<file path="config.mk">
export PLATFORM = sky130hd
export DESIGN_NAME = ntcb_div
export DESIGN_NICKNAME = d
export VERILOG_FILES = /design/src/ntcb_pkg.sv /design/src/ntcb_div.sv
export SDC_FILE = /design/constraint.sdc
export NUM_CORES = 2
export LEC_CHECK = 0
export BUFFER_PORTS_ARGS = -buffer_cell sky130_fd_sc_hd__buf_4
export CAP_MARGIN = 30
export CORE_MARGIN = 2
export CORE_UTILIZATION = 55
export CTS_CLUSTER_SIZE = 30
export DETAILED_ROUTE_END_ITERATION = 6
export PLACE_DENSITY_LB_ADDON = 0.15
export SYNTH_ARGS = -nofsm -noshare
export SYNTH_HDL_FRONTEND = slang
export SYNTH_SLANG_ARGS = --single-unit
export TNS_END_PERCENT = 20
</file>
<file path="constraint.sdc">
create_clock -name clk -period 4.65 [get_ports clk]
set_input_delay 0.2325 -clock clk [delete_from_list [all_inputs] [get_ports clk]]
set_output_delay 0.2325 -clock clk [all_outputs]
set_load 0.02 [all_outputs]
</file>
<file path="src/ntcb_pkg.sv">
// Shared constants and types for the NTC beta temperature converter.
`default_nettype none
package ntcb_pkg;

  localparam int ADC_BITS_DEF = 12;
  localparam int RES_W = 20;
  localparam int BETA_W = 14;
  localparam int TEMP_W = 18;
  localparam int LOG_FRAC = 28;
  localparam int MANT_W = 31;
  localparam int Q_BITS = 17;

  localparam logic [27:0] LN2_Q28 = 28'd186065279;
  localparam logic [14:0] T25_CENTI = 15'd29815;
  localparam logic [21:0] NUM_SCALE = 22'd2981500;
  localparam logic [6:0] CENTI_PER_UNIT = 7'd100;
  localparam logic [16:0] Q_MAX = 17'd127215;
  localparam logic signed [TEMP_W-1:0] MAX_CENTI = 18'sd99900;
  localparam logic signed [TEMP_W-1:0] MIN_CENTI = -18'sd27315;
  localparam logic [TEMP_W-1:0] ZERO_C_CENTI = 18'd27315;

  localparam logic [RES_W-1:0] SERIES_RST = 20'd10000;
  localparam logic [RES_W-1:0] NOMINAL_RST = 20'd10000;
  localparam logic [BETA_W-1:0] BETA_RST = 14'd3950;

  localparam logic [1:0] CFG_SERIES = 2'd0;
  localparam logic [1:0] CFG_NOMINAL = 2'd1;
  localparam logic [1:0] CFG_BETA = 2'd2;

  localparam logic [1:0] ST_NORMAL = 2'd0;
  localparam logic [1:0] ST_ZERO = 2'd1;
  localparam logic [1:0] ST_FULL = 2'd2;

  typedef struct packed {
    logic       v;
    logic [1:0] status;
  } side_t;

endpackage
`default_nettype wire

</file>
<file path="src/ntcb_div.sv">
// Pipelined restoring divider giving a bounded quotient and an overflow flag.
`default_nettype none
module ntcb_div #(
  parameter int NW = 65,
  parameter int DW = 50
) (
  input  wire logic                          clk,
  input  wire logic                          en,
  input  wire logic [NW-1:0]                 n,
  input  wire logic [DW-1:0]                 d,
  output logic [ntcb_pkg::Q_BITS-1:0]        q,
  output logic                               ovf
);

  localparam int QB = ntcb_pkg::Q_BITS;
  localparam int CW = ((NW > DW + QB) ? NW : DW + QB) + 1;

  logic [NW-1:0] rem_r [0:QB];
  logic [DW-1:0] d_r   [0:QB];
  logic [QB-1:0] q_r   [0:QB];
  logic          ovf_r [0:QB];

  always_ff @(posedge clk) begin
    if (en) begin
      rem_r[0] <= n;
      d_r[0]   <= d;
      q_r[0]   <= '0;
      ovf_r[0] <= CW'(n) >= (CW'(d) << QB);
    end
  end

  for (genvar j = 1; j <= QB; j++) begin : g_step
    logic [CW-1:0] dsh;
    logic [CW-1:0] diff;
    logic          ge;
    always_comb begin
      dsh  = CW'(d_r[j-1]) << (QB - j);
      ge   = CW'(rem_r[j-1]) >= dsh;
      diff = CW'(rem_r[j-1]) - dsh;
    end
    always_ff @(posedge clk) begin
      if (en) begin
        rem_r[j] <= ge ? diff[NW-1:0] : rem_r[j-1];
        d_r[j]   <= d_r[j-1];
        q_r[j]   <= {q_r[j-1][QB-2:0], ge};
        ovf_r[j] <= ovf_r[j-1];
      end
    end
  end

  assign q   = q_r[QB];
  assign ovf = ovf_r[QB];

endmodule
`default_nettype wire

</file>
==> impl_metrics.json <==
{
  "regToRegSetupSlack_ps": 140,
  "rows": 175,
  "multi_input_area_um2": 56800,
  "cts-htree-levels": 4,
  "fin_ws_ps": 138,
  "grt_busiest_layer": "met2",
  "cp_max_fo": 4,
  "worst_setup_path_end_kind": "flop",
  "synthTopCellsByArea": "edfxtp_1 51%, ha_1 8.9%, a21oi_1 4.6%",
  "track_usage_pct": 28.7,
  "fin_util_pct": 62.2,
  "muxShareOfSynthArea_pct": 0.758,
  "drv_slew": 0,
  "power_density_nw_per_um2": 632,
  "syn_area_um2": 126000,
  "synth-xor-area-share_pct": 5.69,
  "nets": 13700,
  "wl_per_cell_um": 21.5,
  "grt_pass1_wl_mm": 527,
  "ios": 135,
  "hold_depth": 2,
  "leakage_nw": 57.8,
  "synth-seq-cells": 2126,
  "synth_top_area_share_pct": 50.5,
  "dp_cells": 15300,
  "ys.flop_type": "edfxtp_1",
  "min_period_over_period_pct": 97.0,
  "layout_commonest_cell": "edfxtp_1",
  "setup_viol": 0,
  "register_area_um2": 63800,
  "hold_slack_ps": 60.5,
  "drc_errors": 2,
  "grt_pass1_vias": 96600,
  "status": "complete, but fails checks",
  "synth_edf_count": 2126,
  "drive_gt1_share_pct": 8.20,
  "fmax_mhz": 222,
  "path_clk_slew_ps": 70,
  "synth_area_leader_cell": "edfxtp_1",
  "relSlewSlack_pct": 25.7,
  "grt-ovfl-total": 0,
  "via_per_inst": 5.94,
  "initial_core_util_pct": 55.5,
  "r2r_end": "rem_r[13][52]",
  "r2r-start": "d_r[12][0]",
  "drt-total-wl_mm": 341,
  "gr-usage-met2_pct": 57.0,
  "hold_viol": 0,
  "synthDistinctLibCells": 97,
  "place_area_um2": 133000,
  "numCtsBuffers": 225,
  "finalNonFillerCells": 15900,
  "critPathLaunch": "d_r[12][0]",
  "hp-start": "d[1]",
  "most-common-layout-cells": "2126 x edfxtp_1, 1160 x a21oi_1, 1119 x nand2_1",
  "clkLatencyLatePin_ps": 900,
  "peakVddDrop_mv": 0.446,
  "reg2reg_depth": 15,
  "globalplace.congestion": 1.08,
  "cts.sinks": 2126,
  "synth_nets": 13300,
  "io_buffers": 134,
  "use_met1_pct": 27.1,
  "start_kind": "flop",
  "yosys_warnings": 0,
  "drt_iter0_markers": 7192,
  "hold_end": "d_r[0][1]",
  "die_x_um": 483,
  "synth_top_family_by_area": "compound AO/OA/AOI/OAI gates",
  "postRouteAntennaNets": 0,
  "total_power_mw": 89.6,
  "dieArea_um2": 234000,
  "grt_max_degree": 149,
  "vias": 94200,
  "drtPass1Iterations": 7,
  "crit_type": "reg -> reg",
  "maxCapViolCount": 0,
  "die_h_um": 483,
  "grt_use_met3_pct": 2.73,
  "yosysSeqAreaShare_pct": 50.5,
  "worstMarginPinSlew_ps": 1110,
  "fill_cells": 17900,
  "finalClockSkew_ps": 66.6,
  "failed_checks": "DRC",
  "clk_path_buf_depth": 3,
  "core_um2": 228000,
  "dp_hpwl_mm": 267,
  "synth-simple-area-share_pct": 11.7,
  "finalCriticalPeriod_ps": 4510,
  "area_delta_synth_final_pct": 12.2,
  "grt_antenna_before_repair": 9,
  "final.setup.tns_ps": 0,
  "hold_path_class": "in -> reg",
  "rsz0062_at_grt": "false",
  "synth_cells": 12300,
  "arrival_ps": 5130,
  "dp_slack_ps": -128,
  "fin_area_um2": 142000,
  "synth.avg_cell_area_um2": 10.3,
  "synth_compound_area_share_pct": 17.4,
  "synth_adder_area_share_pct": 9.13,
  "critical_path_required_ps": 5270,
  "async_flop_share_pct": 0,
  "clock-root-buffer": "clkbuf_16",
  "cts_tree": "built"
}
==> power breakdown <==
part           switching (mW)  total [mW]  internal, mW
sequential               2.81        30.5          27.7
combinational            24.4        41.2          16.8
clock                    7.72        17.9          10.2
==> worst max-delay path by stage <==
stage	end	slack, ps	depth (start not counted)
6_report	rem_r[13][52]	140	15
5_1_grt	rem_r[12][56]	1	11
4_1_cts	rem_r[4][61]	140	20
3_5_place_dp	rem_r[12][56]	-130	12
3_3_place_gp	rem_r[12][56]	-160	11
2_1_floorplan	rem_r[4][23]	840	16
==> cells by family (layout without fill, tap and decap cells) <==
group           count (synthesis)  count (layout)
flops                        2126            2126
xor+xnor                      821             821
other cells                     0               6
simple gates                 3120            3120
compound gates               3601            3601
fa+ha+maj                     913             913
mux                            86              86
buf+inv                      1586            2186
==> timing repair <==
item	CTS	global route
hold endpoints to repair	207	0
endpoints found under the setup margin	4	72
pin swaps	0	0
resized for setup	1	8
buffers inserted	0	0
gates cloned	0	0
hold buffers	116	0
==> cell type report <==
cell class                      count  share of cell area [%]
Sequential cell                  2126                    45.0
Multi-Input combinational cell   8541                    40.1
Clock buffer                      267                    4.08
Timing Repair Buffer              652                    4.02
Inverter                         1118                    2.96
Tap cell                         3009                    2.66
Clock inverter                    149                    1.16
Antenna cell                        6                  0.0106
==> flip-flops by register name, indices dropped and copies added (netlist names) <==
signal / flops
d_r: 850
ovf_r: 18
q_r: 153
rem_r: 1105
==> layer usage <==
layer / share of wire [%] / routed length (µm)
met4: 8.2 / 28100
met2: 55 / 187000
met5: 0 / 0
met3: 3.4 / 11400
met1: 34 / 114000
==> worst max-delay path, cell delays in order (launching register included) <==
cell and delay (ps):
edfxtp_1 450, ha_1 270, fa_1 420, nor2b_1 140, o21ai_0 110, a21boi_0 380, o21bai_1 240, a31oi_1 470
nor2_1 190, o311ai_0 390, buf_4 230, nor3b_1 430, buf_4 220, nor3_1 60, xor2_1 150, o21ai_0 80
==> synth_stat cells (26+ instances only) <==
cell	n
nor2_1	719
buf_1	26
inv_1	1115
or4_1	31
a21o_1	538
nand4_1	257
nand2b_1	106
ha_1	897
nor2b_1	121
o31ai_1	75
and2_1	57
a31oi_1	111
or3_1	61
nor4_1	97
o21ai_0	980
nand3_1	163
a211oi_1	71
a211o_1	32
nand2_1	1119
o211ai_1	59
o21a_1	98
xor2_1	399
xnor2_1	421
nor3_1	159
or2_2	31
and3_1	87
buf_2	29
mux2_2	78
a221oi_1	30
o21bai_1	150
a21oi_1	1160
clkbuf_1	411
edfxtp_1	2126
a21boi_0	31
Note: power is estimated with default switching activity, not from simulation.
